**src/rtl/rcw_pkg.sv**
```systemverilog
// Package for the RIFF chunk walker: payload types, status codes, ID classification.
`default_nettype none
package rcw_pkg;

  // Default width of the file offset counters
  localparam int RCW_OFFSET_BITS = 32;

  localparam int RCW_NUM_KINDS = 10;
  localparam int RCW_SUM_BITS  = 11;
  localparam int RCW_KIND_BITS = 4;

  // Signed byte sums of the recognized chunk IDs, indexed by kind
  localparam logic [RCW_SUM_BITS-1:0] KIND_SUM [RCW_NUM_KINDS] = '{
    11'd295, 11'd359, 11'd410, 11'd444, 11'd446,
    11'd308, 11'd300, 11'd312, 11'd299, 11'd318
  };

  // Kind of the RIFF container chunk
  localparam logic [RCW_KIND_BITS-1:0] KIND_RIFF = 4'd0;

  typedef enum logic [1:0] {
    STATUS_OK         = 2'd0,
    STATUS_NOT_RIFF   = 2'd1,
    STATUS_UNKNOWN_ID = 2'd2
  } status_t;

  typedef struct packed {
    logic [7:0] data_byte;
    logic       end_of_file;
  } rcw_in_t;

  typedef struct packed {
    logic [RCW_KIND_BITS-1:0] chunk_kind;
    logic [31:0]              chunk_offset;
    logic [31:0]              chunk_length;
    status_t                  status;
  } rcw_out_t;

  typedef struct packed {
    logic                     hit;
    logic [RCW_KIND_BITS-1:0] kind;
  } rcw_class_t;

  // Match an ID sum against the table; the lowest-indexed match wins, kind 0 on a miss
  function automatic rcw_class_t rcw_classify(input logic [RCW_SUM_BITS-1:0] sum);
    rcw_class_t c;
    c.hit  = 1'b0;
    c.kind = KIND_RIFF;
    for (int k = RCW_NUM_KINDS - 1; k >= 0; k--) begin
      if (KIND_SUM[k] == sum) begin
        c.hit  = 1'b1;
        c.kind = RCW_KIND_BITS'(k);
      end
    end
    return c;
  endfunction

endpackage
`default_nettype wire

```
**src/rtl/rcw_stream_if.sv**
```systemverilog
// Valid/ready stream interface carrying one payload item per handshake.
`default_nettype none
interface rcw_stream_if #(
  parameter type payload_t = logic
) ();
  logic     valid;
  logic     ready;
  payload_t payload;

  modport source (output valid, output payload, input ready);
  modport sink   (input valid, input payload, output ready);
endinterface
`default_nettype wire

```
**src/rtl/riff_chunk_walker_core.sv**
```systemverilog
// RIFF chunk walker top level: byte input, header walker, output register with skid.
// A header result is registered into the output or skid stage with its last size byte.
// Throughput: one byte per cycle while input ready is high; state updates once per byte.
// Input ready drops only while both the output register and the skid stage hold results.
// Reset (rst, synchronous, active high) clears the walker state and empties the output.
`default_nettype none
module riff_chunk_walker_core import rcw_pkg::*; #(
  parameter int OFFSET_BITS = RCW_OFFSET_BITS
) (
  input wire logic      clk,
  input wire logic      rst,
  rcw_stream_if.sink    in_ch,
  rcw_stream_if.source  out_ch
);

  logic     accept;
  logic     res_valid;
  rcw_out_t res;

  logic     out_valid;
  rcw_out_t out_data;
  logic     skid_valid;
  rcw_out_t skid_data;
  logic     out_take;

  assign in_ch.ready   = !skid_valid;
  assign accept        = in_ch.valid && !skid_valid;
  assign out_take      = out_valid && out_ch.ready;
  assign out_ch.valid  = out_valid;
  assign out_ch.payload = out_data;

  rcw_header_walker #(
    .OFFSET_BITS (OFFSET_BITS)
  ) u_walker (
    .clk       (clk),
    .rst       (rst),
    .accept    (accept),
    .item      (in_ch.payload),
    .res_valid (res_valid),
    .res       (res)
  );

  // Output and skid occupancy
  always_ff @(posedge clk) begin
    if (rst) begin
      out_valid  <= 1'b0;
      skid_valid <= 1'b0;
    end else if (skid_valid) begin
      if (out_take) begin
        skid_valid <= 1'b0;
      end
    end else if (accept && res_valid) begin
      if (out_valid && !out_take) begin
        skid_valid <= 1'b1;
      end else begin
        out_valid <= 1'b1;
      end
    end else if (out_take) begin
      out_valid <= 1'b0;
    end
  end

  // Output and skid payload
  always_ff @(posedge clk) begin
    if (skid_valid) begin
      if (out_take) begin
        out_data <= skid_data;
      end
    end else if (accept && res_valid) begin
      if (out_valid && !out_take) begin
        skid_data <= res;
      end else begin
        out_data <= res;
      end
    end
  end

endmodule
`default_nettype wire

```
**src/rtl/rcw_header_walker.sv**
```systemverilog
// Header walker: per-byte state update and result formation for the chunk parser.
`default_nettype none
module rcw_header_walker import rcw_pkg::*; #(
  parameter int OFFSET_BITS = RCW_OFFSET_BITS
) (
  input  wire logic       clk,
  input  wire logic       rst,
  input  wire logic       accept,
  input  wire rcw_in_t    item,
  output      logic       res_valid,
  output      rcw_out_t   res
);

  logic [2:0]              header_phase, header_phase_next;
  logic [RCW_SUM_BITS-1:0] id_sum, id_sum_next;
  logic [31:0]             size_shift, size_shift_next;
  logic [32:0]             skip_remaining, skip_remaining_next;
  logic [OFFSET_BITS-1:0]  byte_position, byte_position_next;
  logic [OFFSET_BITS-1:0]  header_start, header_start_next;
  logic                    past_first_chunk, past_first_chunk_next;
  logic                    halted, halted_next;

  logic [RCW_SUM_BITS-1:0] byte_sx;
  logic [31:0]             size_full;
  rcw_class_t              cls;

  assign byte_sx   = {{(RCW_SUM_BITS-8){item.data_byte[7]}}, item.data_byte};
  assign size_full = size_shift | {item.data_byte, 24'd0};
  assign cls       = rcw_classify(id_sum);

  // Next state and result for the byte on the input
  always_comb begin
    header_phase_next     = header_phase;
    id_sum_next           = id_sum;
    size_shift_next       = size_shift;
    skip_remaining_next   = skip_remaining;
    header_start_next     = header_start;
    past_first_chunk_next = past_first_chunk;
    halted_next           = halted;
    byte_position_next    = byte_position + 1'b1;
    res_valid             = 1'b0;
    res.chunk_kind        = cls.kind;
    res.chunk_offset      = 32'(header_start);
    res.chunk_length      = size_full;
    res.status            = STATUS_OK;

    if (halted) begin
      // drop bytes until end of file
    end else if (skip_remaining != 33'd0) begin
      skip_remaining_next = skip_remaining - 33'd1;
    end else if (!header_phase[2]) begin
      // ID bytes: running signed sum
      if (header_phase == 3'd0) begin
        header_start_next = byte_position;
        id_sum_next       = byte_sx;
      end else begin
        id_sum_next = id_sum + byte_sx;
      end
      header_phase_next = header_phase + 3'd1;
    end else begin
      // size bytes, little-endian
      header_phase_next = header_phase + 3'd1;
      unique case (header_phase[1:0])
        2'd0: size_shift_next = {24'd0, item.data_byte};
        2'd1: size_shift_next = size_shift | {16'd0, item.data_byte, 8'd0};
        2'd2: size_shift_next = size_shift | {8'd0, item.data_byte, 16'd0};
        2'd3: begin
          size_shift_next = size_full;
          res_valid       = 1'b1;
          if (!cls.hit) begin
            res.status  = STATUS_UNKNOWN_ID;
            halted_next = 1'b1;
          end else if (!past_first_chunk) begin
            if (cls.kind != KIND_RIFF) begin
              res.status  = STATUS_NOT_RIFF;
              halted_next = 1'b1;
            end else begin
              past_first_chunk_next = 1'b1;
              skip_remaining_next   = 33'd4;
            end
          end else begin
            skip_remaining_next = {1'b0, size_full} + {32'd0, size_full[0]};
          end
        end
        default: ;
      endcase
    end

    // End of file rearms the walker after this byte
    if (item.end_of_file) begin
      header_phase_next     = '0;
      id_sum_next           = '0;
      size_shift_next       = '0;
      skip_remaining_next   = '0;
      byte_position_next    = '0;
      header_start_next     = '0;
      past_first_chunk_next = 1'b0;
      halted_next           = 1'b0;
    end
  end

  // Walker state, updated once per accepted byte
  always_ff @(posedge clk) begin
    if (rst) begin
      header_phase     <= '0;
      id_sum           <= '0;
      size_shift       <= '0;
      skip_remaining   <= '0;
      byte_position    <= '0;
      header_start     <= '0;
      past_first_chunk <= 1'b0;
      halted           <= 1'b0;
    end else if (accept) begin
      header_phase     <= header_phase_next;
      id_sum           <= id_sum_next;
      size_shift       <= size_shift_next;
      skip_remaining   <= skip_remaining_next;
      byte_position    <= byte_position_next;
      header_start     <= header_start_next;
      past_first_chunk <= past_first_chunk_next;
      halted           <= halted_next;
    end
  end

endmodule
`default_nettype wire

```
**src/flat_wrapper.sv**
```systemverilog
// flat-port wrapper written by rule: the top's interface ports become plain ports
module riff_chunk_walker_core_flat import rcw_pkg::*;
#(
  parameter int OFFSET_BITS = RCW_OFFSET_BITS
)
  (clk, rst, in_ch_valid, in_ch_payload, in_ch_ready, out_ch_valid, out_ch_payload, out_ch_ready);
  rcw_stream_if in_ch_i ();
  rcw_stream_if out_ch_i ();
  input wire logic clk;
  input wire logic rst;
  input wire logic [$bits(in_ch_i.valid)-1:0] in_ch_valid;
  input wire logic [$bits(in_ch_i.payload)-1:0] in_ch_payload;
  output wire logic [$bits(in_ch_i.ready)-1:0] in_ch_ready;
  output wire logic [$bits(out_ch_i.valid)-1:0] out_ch_valid;
  output wire logic [$bits(out_ch_i.payload)-1:0] out_ch_payload;
  input wire logic [$bits(out_ch_i.ready)-1:0] out_ch_ready;
  assign in_ch_i.valid = in_ch_valid;
  assign in_ch_i.payload = in_ch_payload;
  assign in_ch_ready = in_ch_i.ready;
  assign out_ch_valid = out_ch_i.valid;
  assign out_ch_payload = out_ch_i.payload;
  assign out_ch_i.ready = out_ch_ready;
  riff_chunk_walker_core #(.OFFSET_BITS(OFFSET_BITS)) u_core (.clk(clk), .rst(rst), .in_ch(in_ch_i), .out_ch(out_ch_i));
endmodule
```
**config.mk**
```make
export PLATFORM = sky130hd
export DESIGN_NAME = riff_chunk_walker_core_flat
export DESIGN_NICKNAME = d
export VERILOG_FILES = /design/src/rtl/rcw_pkg.sv /design/src/rtl/rcw_stream_if.sv /design/src/rtl/riff_chunk_walker_core.sv /design/src/rtl/rcw_header_walker.sv /design/src/flat_wrapper.sv
export SDC_FILE = /design/constraint.sdc
export NUM_CORES = 1
export LEC_CHECK = 0
export ABC_AREA = 1
export BUFFER_PORTS_ARGS = -buffer_cell sky130_fd_sc_hd__buf_4
export CORE_MARGIN = 2
export CORE_UTILIZATION = 55
export CTS_CLUSTER_DIAMETER = 100
export CTS_CLUSTER_SIZE = 16
export DETAILED_ROUTE_END_ITERATION = 10
export GPL_ROUTABILITY_DRIVEN = 0
export MAX_ROUTING_LAYER = met4
export PLACE_DENSITY = 0.71
export SLEW_MARGIN = 10
export SYNTH_ARGS = -nofsm -noshare
export SYNTH_HDL_FRONTEND = slang
export SYNTH_HIERARCHICAL = 1
export SYNTH_SLANG_ARGS = --single-unit
```
**constraint.sdc**
```tcl
create_clock -name clk -period 2.5 [get_ports clk]
set_input_delay 0.25 -clock clk [delete_from_list [all_inputs] [get_ports clk]]
set_output_delay 0.25 -clock clk [all_outputs]
set_load 0.05 [all_outputs]
```
# Word-level counts from Yosys, hierarchy flattened
# Index checks and enable logic that the tools add are counted.
word_totals:
  ff_bits: 85
  in_bits: 5
classes:
  add_sub_neg: 3
  n_reduce_logical: 28
  bitwise: 1
  eq_ne: 21
  mux: 69
ops:
  columns: ["operator", "count"]
  rows:
  - ["two-way mux 33 bit", 8]
  - ["two-way mux 32 bit", 5]
  - ["equality test 9 x 11 -> 1 bit (first input constant)", 10]
  - ["two-way mux 11 bit", 5]
  - ["two-way mux 5 bit", 10]
  - ["two-way mux 1 bit", 38]
  - ["adder 32 x 1 -> 33 bit", 1]
  - ["nonzero test 33 bit", 1]
  - ["subtractor 33 x 1 -> 33 bit (second input constant)", 1]
  - ["AND reduction 3 bit", 4]
  - ["AND reduction 6 bit", 2]
  - ["nonzero test 2 bit", 6]
  - ["inequality test 2 bit (second input constant)", 5]
  - ["AND reduction 5 bit", 2]
  - ["two-way mux 3 bit", 3]
  - ["nonzero test 3 bit", 3]
  - ["equality test 2 bit (second input constant)", 2]
  - ["logical AND 1 bit", 4]
  - ["inequality test 2 x 1 -> 1 bit (second input constant)", 2]
  - ["inequality test 4 bit (second input constant)", 1]
  - ["nonzero test 4 bit", 1]
  - ["adder 3 x 1 -> 3 bit (second input constant)", 1]
  - ["zero test 3 bit", 1]
  - ["OR reduction 3 bit", 1]
  - ["4 further kinds", 5]

# Longest topological paths before layout
# Gate-level depths: netlist of run 1.
logic_depth:
  ltp_word: 22
  ltp_mapped: 17
  ltp_nobuf: 16

# Cells and area by module
# Netlist of run 1, hierarchy kept.
modules_own_cells:
  columns: ["module", "seq_area_each_um2", "n_inst", "area_each_um2", "cells_per_inst"]
  rows:
  - ["rcw_header_walker", 2902.8, 1, 9228.9, 1450]
  - ["riff_chunk_walker_core", 100.1, 1, 207.7, 24]

# Worst setup path before layout of run 1
# OpenSTA, ideal clock, no wires.
synth_path:
  path_kind: "reg2reg"
  start: "register u_core.u_walker.skip_remaining[0]"
  end: "register u_core.out_data, in the netlist u_core/out_ch.payload (enable)"
  arrival_ps: 1967
  setup_ps: 304
  stages_incl_launch_ff: 12
  slack_ps: 230
  path_cell_list: "dfxtp_1 -> inv_1 -> ha_1 -> nand2_2 -> nor2_4 -> nand2_1 -> nor2_1 -> nand4_1 -> nor2_1 -> and3_1 -> nand3_4 -> a21boi_1"
synth_via:
  elab_chain_len: 6
synth_lines:
  columns: ["element", "line_no", "text"]
  rows:
  - ["from (decl)", "rcw_header_walker.sv:17", "logic [32:0] skip_remaining, skip_remaining_next;"]
  - ["from (signal assigned)", "rcw_header_walker.sv:117", "skip_remaining <= skip_remaining_next;"]
  - ["nonzero test 33 bit", "rcw_header_walker.sv:49", "end else if (skip_remaining != 33'd0) begin"]
  - ["two-way mux 1 bit", "rcw_header_walker.sv:49", null]
  - ["two-way mux 1 bit", "rcw_header_walker.sv:47", "if (halted) begin"]
  - ["net u_core.res_valid", "riff_chunk_walker_core.sv:17", "logic res_valid;"]
  - ["logical AND 1 bit", "riff_chunk_walker_core.sv:69", "end else if (accept && res_valid) begin"]
  - ["nonzero test 2 bit (no line)", null, null]
  - ["AND reduction 3 bit (no line)", null, null]
  - ["to (signal assigned)", "riff_chunk_walker_core.sv:67", "out_data <= skid_data;"]
  - ["to (signal assigned)", "riff_chunk_walker_core.sv:73", "out_data <= res;"]
  - ["to (decl)", "riff_chunk_walker_core.sv:21", "rcw_out_t out_data;"]
# The timed path passes the listed nets, and every way through them passes these cells.
# A chain may end at the register's enable or synchronous reset.

# Final worst setup path of run 1
layout_path:
  start: "register u_core.u_walker.skip_remaining[8]"
  end: "register u_core.u_walker.size_shift[6]"
layout_via:
  elab_chain_len: 3
layout_lines:
  columns: ["element", "line_no", "text"]
  rows:
  - ["nonzero test 33 bit", "rcw_header_walker.sv:49", null]
  - ["inequality test 2 bit (no line)", null, null]
  - ["AND reduction 5 bit (no line)", null, null]
  - ["to (signal assigned)", "rcw_header_walker.sv:116", "size_shift <= size_shift_next;"]
  - ["to (decl)", "rcw_header_walker.sv:16", "logic [31:0] size_shift, size_shift_next;"]
# Every way passes these cells.

==> results of run 1 <==
## area by class of cell
| cell class | instances | area, µm² |
|---|---|---|
| repair buffers | 30 | 250 |
| clock buffers | 15 | 268 |
| multi-input cells | 888 | 4380 |
| inverters | 106 | 398 |
| flip-flops and latches | 85 | 1720 |
| clock inverters | 1 | 30.0 |
| well taps | 143 | 179 |
| fillers | 1132 | 4240 |
## state kept, by name, summed over array words and instances, names as in the netlist
register                          flops
u_core/u_walker/header_phase          3
u_core/u_walker/size_shift           32
u_core/u_walker/skip_remaining       33
u_core/skid_data                      1
u_core/skid_valid                     1
u_core/u_walker/id_sum               11
u_core/u_walker/past_first_chunk      1
u_core/u_walker/halted                1
u_core/out_ch.valid                   1
u_core/out_ch.payload                 1
## power by group
| part | switching [mW] | internal [mW] |
|---|---|---|
| combinational | 0.403 | 0.234 |
| clock | 0.526 | 0.831 |
| sequential | 0.0710 | 1.42 |
| total | 0.999 | 2.48 |
## layout by cell type (no fill, tap or decap), drive strengths merged, types with 2 or more instances in the layout
master,n
nor2,202
xnor2,14
edfxtp,2
o21ai,24
buf,30
dfxtp,83
conb,44
a31oi,6
o211ai,4
a21oi,91
clkbuf,15
ha,18
clkinv,2
or2,6
nand2,263
nand4,21
inv,104
o21bai,3
nor3,21
a22oi,3
xor2,27
nor3b,4
nand3b,7
nand3,119
## what timing repair did
item                                    CTS  global route
hold endpoints to repair                  0             0
resized for setup                         0             2
endpoints found under the setup margin    0             1
## through the flow
stage / worst slack [ps] / instances / hold slack (ps) / instance area, µm² / utilization
floorplan: 230 / 1120 / 317 / 6670 / -
global placement: 281 / 1252 / 453 / 6920 / 0.604
detailed placement: 218 / 1252 / 458 / 6920 / 0.604
CTS: 205 / 1268 / 226 / 7220 / 0.630
global route: 7.65 / 1268 / 276 / 7230 / 0.631
finish: 213 / 1268 / 238 / 7230 / 0.631
## final timing paths
path,endpoint,slack (ps)
worst max register to register,u_core/u_walker/size_shift[6]$_SDFFE_PP0P_,210
worst max-delay path,u_core/u_walker/size_shift[6]$_SDFFE_PP0P_,210
worst min register to register,u_core/u_walker/size_shift[26]$_SDFFE_PP0P_,470
worst min-delay path,u_core/skid_valid$_SDFF_PP0_,240
## metal layers
layer  up-vias  share of wire  GRT usage  wire [µm]
met4         0          0.015     0.0813        268
met3        16          0.074     0.0536       1350
li1       3533              -          -          -
met5         -              0          -          0
met2       242           0.43      0.446       7810
met1      3075           0.48      0.425       8770
## worst max-delay path, stage by stage (launching register included)
cell and delay, ps:
dfxtp_1 350, nor2_2 200, nand2_1 120, nor2_1 190
nand2_2 90, nor2_4 130, nand2_4 50, buf_4 170
nand2_8 100, nand2_8 100, nor2_8 120, nand2_2 80
inv_2 70, nand2_2 140, o21ai_0 210, a21oi_1 50
==> reports/results.txt, run 1 <==
Cells after Synth - 1,077
total CTS buffers - 9
Sink Count - 85
Worst R2R Path Depth - 15
FF-to-FF Start - u_core/u_walker/skip_remaining[8]$_SDFFE_PP0P_
Worst VDD drop - 534 µV
# DRC - 0
1st-pass router iterations - 6
synth-to-layout area growth - 11.1%
Power Density - 481 mW/mm²
synthesis warning total - 6
Total Neg Setup Slack - 0 ps
final net count - 1,144
routed len/inst - 14.3 µm
Worst Hold Launch - out_ch_ready
Final Power - 3.48 mW
Max Root-Sink Buffers - 2
Initial Utilization - 0.568
Die ar. - 0.0127 mm²
Static Leakage - 3.20 nW
Via Count - 6,866
DRT antenna net count - 0
# IOs - 8
Achievable Freq - 437 MHz
TritonCTS clock tree - yes
number of global-route vias before repair - 6,071
average footprint of a synthesized cell - 6.04 µm²
Critical Path RT - 2730 ps
final hold violation count - 0
clk_skew - 7.97 ps
WP data arrival - 2510 ps
pin count of the biggest net entering global routing - 63
initial antenna violation count - 0
WL final - 18,200 µm
Congestion Overflow GR - 0
H-Tree Depth - 3
status - completed
clk slew on worst S/H paths - 60 ps
hold depth - 4
Post-CTS Setup Bufs - 0
Pins Over Slew Limit - 0
Syn Std Cell Area - 0.00651 mm²
Die W - 113 µm
clock latency on the worst-skew pair - 340 ps
Site Rows - 39
CTS hold repair buffers - 0
Core Box Area - 0.0115 mm²
clk root buf - clkbuf_16
Tmin final - 2290 ps
ant diodes - 0
max cap viols - 0
GRT Util Overall - 0.301
CP startpoint kind - register
CP max FO - 14
first-pass GRT wire length - 30,200 µm
initial DRC count - 670
critical path capture point type - register
RSZ-0062 raised after global routing - no
Tcrit/Tclk final - 0.915
Detail Placement HPWL - 13,900 µm
CP startpoint - u_core/u_walker/skip_remaining[8]$_SDFFE_PP0P_
PortBufs - 7
vias per cell - 5.41
Hold Path Class - in -> reg
final setup violation count - 0
Die H - 113 µm
worst setup path class - reg -> reg
share of cells above drive strength 1 - 0.0676
Note: power is estimated with default switching activity, not from simulation.
==> run 2, diff against run 1 <==
Settings changed: PLACE_DENSITY 0.71 to not set, PLACE_DENSITY_LB_ADDON set to 0.12, REMOVE_ABC_BUFFERS set to 1.
==> run 2 against run 1 <==
Utilization decreased by 0.098 points. Clock power about the same. Combinational power fell by 0.8%. Register-to-register slack lost 30 ps. Die area unchanged. Design area decreased by 0.16%. Cell count is essentially flat. Critical endpoint is now u_core/out_ch.payload$_DFFE_PP_.
==> reports/results.txt, run 2 (same netlist as run 1, synthesis figures left out) <==
Total Neg Setup Slack - 0 ps (unchanged)
PortBufs - 7 (unchanged)
Largest regs - u_core/u_walker/skip_remaining (33), u_core/u_walker/size_shift (32), u_core/u_walker/id_sum (11)
Initial Utilization - 0.568 (unchanged)
Site Rows - 39 (unchanged)
Static Leakage - 3.20 nW (about the same)
most frequent cells in the layout - 253 x nand2_1, 191 x nor2_1, 117 x nand3_1
Non-Filler Cell Area, Final - 0.00722 mm² (-0.16%)
vias per cell - 5.40 (-0.34%)
Sink Count - 85 (unchanged)
Core Box Area - 0.0115 mm² (unchanged)
critical path capture point type - register
total CTS buffers - 9 (unchanged)
max reg flops - 33 (unchanged)
Via Count - 6,837 (-0.42%)
slowest cell on the critical path - dfxtp_1
Worst VDD drop - 432 µV (-19%)
Final Util - 0.630 (-0.000982)
Achievable Freq - 431 MHz (-1.4%)
# IOs - 8 (unchanged)
clk slew on worst S/H paths - 60 ps (about the same)
placed cell area - 0.00690 mm² (-0.29%)
Pins Over Slew Limit - 0 (unchanged)
Critical Path RT - 2560 ps (-170 ps)
CP max FO - 6 (-8)
WL final - 18,100 µm (-0.36%)
pin count of the biggest net entering global routing - 63 (unchanged)
Worst slew margin - 0.592
WP data arrival - 2380 ps (-130 ps)
worst setup path class - reg -> reg
GRT busiest layer - met2
synth-to-layout area growth - 10.9%
final setup violation count - 0 (unchanged)
number of global-route vias before repair - 6,181 (+1.8%)
H-Tree Depth - 3 (unchanged)
max incr delay on CP - 320 ps (-30 ps)
GRT Util Overall - 0.301 (about the same)
GR Layer Usage met3 - 0.0455 (-0.00803)
fill cell count - 1,149 (+1.5%)
commonest non-fill, non-tap cell in the layout - nand2_1
setup slack after layout - 181 ps (-31.9 ps)
RSZ-0062 raised after global routing - no
routed len/inst - 14.3 µm (-0.28%)
crit-path cells - inv_1 -> ha_1 -> nand2_2 -> nor2_4 -> nand2_1 -> nor2_1 -> nand4_1 -> nor2_2 -> and3_1 -> nand3_4 -> a21boi_1
Tcrit/Tclk final - 0.928 (+0.0128)
DP Worst Slack - 155 ps (-63.1 ps)
final hold violation count - 0 (unchanged)
clk_skew - 9.26 ps (+1.29 ps)
Die ar. - 0.0127 mm² (unchanged)
clock latency on the worst-skew pair - 360 ps (+20 ps)
initial antenna violation count - 0 (unchanged)
worst reg-to-reg setup slack - 180 ps (-30 ps)
CP startpoint kind - register
# DRC - 0 (unchanged)
Largest Register - u_core/u_walker/skip_remaining
Worst Tran Pin Value - 612 ps
status - completed
share of cells above drive strength 1 - 0.0694 (+0.00184)
placed insts - 1,251 (-0.080%)
Tmin final - 2320 ps (+31.9 ps)
Critical Path Stages - 11 (-4)
TritonCTS clock tree - yes
worst hold margin - 255 ps (+17.7 ps)
grt met1 use - 0.415 (-0.00957)
Final Power - 3.46 mW (-0.52%)
CP delay by family, top - simple AND/OR/NAND/NOR gates
Congestion Overflow GR - 0 (unchanged)
1st-pass router iterations - 6 (unchanged)
Detail Placement HPWL - 13,700 µm (-1.4%)
Hold Path Class - in -> reg
worst path bufs/invs - 1 (-1)
final net count - 1,144 (unchanged)
Die W - 113 µm (unchanged)
final non-filler cell total - 1,267 (-0.079%)
initial DRC count - 656 (-2.1%)
hold depth - 4 (unchanged)
Worst R2R Path Depth - 11 (-4)
Post-CTS Setup Bufs - 0 (unchanged)
clk root buf - clkbuf_16
ant diodes - 0 (unchanged)
Power Density - 479 mW/mm² (-0.37%)
DRT antenna net count - 0 (unchanged)
met2 Use GR - 0.442 (-0.00359)
first-pass GRT wire length - 30,100 µm (-0.18%)
max cap viols - 0 (unchanged)
Die H - 113 µm (unchanged)
Max Root-Sink Buffers - 2 (unchanged)
run 2: worst paths after layout:
check | start | end
setup reg to reg | u_core/u_walker/skip_remaining[0]$_SDFFE_PP0P_ | u_core/out_ch.payload$_DFFE_PP_
hold reg to reg | u_core/u_walker/size_shift[26]$_SDFFE_PP0P_ | u_core/u_walker/size_shift[26]$_SDFFE_PP0P_
hold / removal | out_ch_ready | u_core/skid_valid$_SDFF_PP0_
setup / recovery | u_core/u_walker/skip_remaining[0]$_SDFFE_PP0P_ | u_core/out_ch.payload$_DFFE_PP_
run 2: area by class of cell:
cell class                 instances  area, µm²  area share
multi-input combinational        888       4380       0.607
sequential                        85       1720       0.239
inverter                         106        398      0.0551
timing repair buffer              30        255      0.0354
clock buffer                      13        250      0.0347
tap                              143        179      0.0248
clock inverter                     2       35.0     0.00485
run 2: timing repair:
item | CTS | global route
resized for setup | 0 | 3
setup endpoints to repair | 0 | 5
hold endpoints to repair | 0 | 0
hold buffers | 0 | 0
run 2: report_power, final:
group          switching [mW]  total [mW]  internal [mW]
registers              0.0705        1.49           1.42
clock network           0.548        1.34          0.796
logic                   0.402       0.632          0.230
total                    1.02        3.46           2.44
run 2: per-layer routing:
| layer | up-vias | routed length [µm] |
|---|---|---|
| met1 | 3051 | 8620 |
| met2 | 210 | 7730 |
| met4 | 0 | 529 |
| li1 | 3535 | - |
| met3 | 41 | 1260 |
| met5 | - | 0 |
run 2: worst reg2reg max path, stage by stage (launching register included):
cell	delay (ps)
dfxtp_1	320
inv_1	70
ha_1	180
nand2_2	100
nor2_4	200
nand2_1	120
nor2_1	160
nand4_1	130
nor2_2	250
and3_1	250
nand3_4	100
a21boi_1	160
==> run 3, diff against run 2 <==
Settings changed: CTS_BUF_LIST set to sky130_fd_sc_hd__clkbuf_8, GPL_TIMING_DRIVEN set to 0, SYNTH_HIERARCHICAL 1 to not set.
==> run 3 against run 2 <==
Die area is 60% lower. Utilization decreased by 2.0 points. Clock skew fell by 3.2 ps.
==> reports/results.txt, run 3 <==
FF-to-FF End - u_core.u_walker.skip_remaining[18]$_SDFFE_PP0P_
grt met1 use - 0.331 (-0.0843)
final net count - 404 (-65%)
status - completed
routed len/inst - 12.5 µm (-12%)
GR Layer Usage met3 - 0.0492 (+0.00370)
TritonCTS clock tree - yes
Detail Placement HPWL - 3990 µm (-71%)
worst setup path class - reg -> reg
Post-CTS Setup Bufs - 0 (unchanged)
Largest regs - u_core.u_walker.skip_remaining (33), u_core.u_walker.header_phase (3)
ys flop type - dfxtp_1
hold depth - 4 (unchanged)
Syn Std Cell Area - 0.00251 mm² (-61%)
CP max FO - 24 (+18)
synthesis warning total - 0 (-6)
Largest Register - u_core.u_walker.skip_remaining
average footprint of a synthesized cell - 6.37 µm² (+5.3%)
initial antenna violation count - 0 (unchanged)
cts repair resizes - 0 (unchanged)
WL final - 5630 µm (-69%)
WP data arrival - 2380 ps (about the same)
Worst Tran Pin Value - 584 ps (-27.2 ps)
FF-to-FF Start - u_core.u_walker.skip_remaining[0]$_SDFFE_PP0P_
Initial Utilization - 0.574 (+0.00593)
final hold violation count - 0 (unchanged)
1st-pass router iterations - 4 (-2)
first-pass GRT wire length - 10,000 µm (-67%)
ant diodes - 0 (unchanged)
clock latency on the worst-skew pair - 300 ps (-60 ps)
RSZ-0062 raised after global routing - no
number of global-route vias before repair - 2,168 (-65%)
Hold Path Class - in -> reg
Die H - 71.6 µm (-37%)
synth-to-layout area growth - 6.22%
Synth top cells by count - 94 x nand2_1, 82 x nor2_1, 45 x inv_1
H-Tree Depth - 2 (-1)
Tcrit/Tclk final - 0.873 (-0.0549)
final setup violation count - 0 (unchanged)
share of cells above drive strength 1 - 0.111 (+0.0414)
area leader, netlist - dfxtp_1
post-synthesis register bit count - 39
Worst slew margin - 0.608 (+0.0158)
max reg flops - 33 (unchanged)
largest cells by area after synthesis - dfxtp_1 31%, nand2_1 14%, nor2_1 12%, inv_1 6.7%, nand3_1 6.2%
Max Root-Sink Buffers - 2 (unchanged)
sequential cell area fraction in the yosys report - 0.310
worst reg-to-reg setup slack - 320 ps (+140 ps)
Worst Hold Launch - out_ch_ready
Sink Count - 39 (-54%)
crit-path cells - inv_1 -> ha_1 -> nand2_2 -> nor2_4 -> nand2_4 -> nor2_8 -> nand3_2 -> nand2_4 -> o21bai_1 -> inv_1 -> nor2_1
pin count of the biggest net entering global routing - 25 (-60%)
# DRC - 0 (unchanged)
Site Rows - 24 (-38%)
GRT Util Overall - 0.252 (-0.0494)
clk slew on worst S/H paths - 80 ps (+20 ps)
Achievable Freq - 458 MHz (+6.3%)
max cap viols - 0 (unchanged)
ys async rst share - 0
Worst R2R Path Depth - 11 (unchanged)
met2 Use GR - 0.392 (-0.0503)
DRT antenna net count - 0 (unchanged)
CP startpoint kind - register
clk root buf - clkbuf_8
Core Box Area - 0.00438 mm² (-62%)
top-area cell type share of the netlist area - 0.310
CP delay by family, top - simple AND/OR/NAND/NOR gates
WHS Endpoint - u_core.skid_valid$_SDFF_PP0_
commonest non-fill, non-tap cell in the layout - nand2_1
most common cell in the netlist - nand2_1
worst path bufs/invs - 2 (+1)
CTS hold repair buffers - 0 (unchanged)
Tmin final - 2180 ps (-137 ps)
max incr delay on CP - 350 ps (+30 ps)
Die W - 71.6 µm (-37%)
total CTS buffers - 5 (-4)
Critical Path RT - 2700 ps (+140 ps)
most frequent cells in the layout - 93 x nand2_1, 82 x nor2_1, 45 x inv_1
clk_skew - 6.02 ps (-3.25 ps)
# IOs - 8 (unchanged)
initial DRC count - 125 (-81%)
GRT busiest layer - met2
Distinct cells, synth - 31
Total Neg Setup Slack - 0 ps (unchanged)
Cells after Synth - 395 (-63%)
vias per cell - 5.25 (-2.7%)
Pins Over Slew Limit - 0 (unchanged)
PortBufs - 6 (-1)
critical path capture point type - register
EDFF count, synth - 0
Die ar. - 0.00513 mm² (-60%)
slowest cell on the critical path - nand2_4
Via Count - 2,358 (-66%)
Congestion Overflow GR - 0 (unchanged)
## run 3: through the flow
stage	utilization	instance area, µm²	std cells	hold slack [ps]	worst slack (ps)
2_1_floorplan	-	2440	383	312	394
3_3_place_gp	0.582	2550	441	439	280
3_5_place_dp	0.582	2550	441	441	265
4_1_cts	0.609	2670	449	188	207
5_1_grt	0.609	2670	449	227	80.4
6_report	0.609	2670	449	196	318
## run 3: layout make-up
| type | count | area, µm² |
|---|---|---|
| clock buffers | 6 | 82.6 |
| clock inverters | 2 | 35.0 |
| fillers | 443 | 1710 |
| inverters | 47 | 176 |
| multi-input cells | 297 | 1490 |
| flip-flops and latches | 39 | 781 |
| well taps | 52 | 65.1 |
| repair buffers | 6 | 45.0 |
## run 3: logic make-up after synthesis
family          count (synthesis)  synth area share
compound gates                 31            0.0771
xor+xnor                       11            0.0383
fa+ha+maj                       3            0.0149
buf+inv                        59            0.0995
flops                          39             0.310
other cells                     1           0.00149
simple gates                  251             0.458
## run 3: worst min-delay path, stage by stage
cell and delay, ps:
buf_4 80, nand2_1 40, nand2_1 50, a21oi_1 30
## run 3: per-layer routing
metal  wire [µm]  vias to the layer above
met5           0                        -
met1        2680                     1058
met4          84                        0
met3         284                        8
li1            -                     1246
met2        2570                       46
## run 3: how the worst max path moves through the flow
stage	startpoint	endpoint	slack, ps	cells after the start
6_report	u_core.u_walker.skip_remaining[0]$_SDFFE_PP0P_	u_core.u_walker.skip_remaining[18]$_SDFFE_PP0P_	320	11
5_1_grt	u_core.u_walker.skip_remaining[0]$_SDFFE_PP0P_	u_core.u_walker.skip_remaining[18]$_SDFFE_PP0P_	80	12
4_1_cts	u_core.skid_valid$_SDFF_PP0_	u_core.u_walker.skip_remaining[18]$_SDFFE_PP0P_	210	9
3_5_place_dp	u_core.skid_valid$_SDFF_PP0_	u_core.u_walker.skip_remaining[18]$_SDFFE_PP0P_	260	10
3_3_place_gp	u_core.skid_valid$_SDFF_PP0_	u_core.u_walker.skip_remaining[3]$_SDFFE_PP0P_	280	9
2_1_floorplan	u_core.skid_valid$_SDFF_PP0_	u_core.u_walker.skip_remaining[18]$_SDFFE_PP0P_	390	10
Power of run 3 is not shown: default switching activity piles up to over one toggle a cycle in this logic, so the estimate is an artifact.
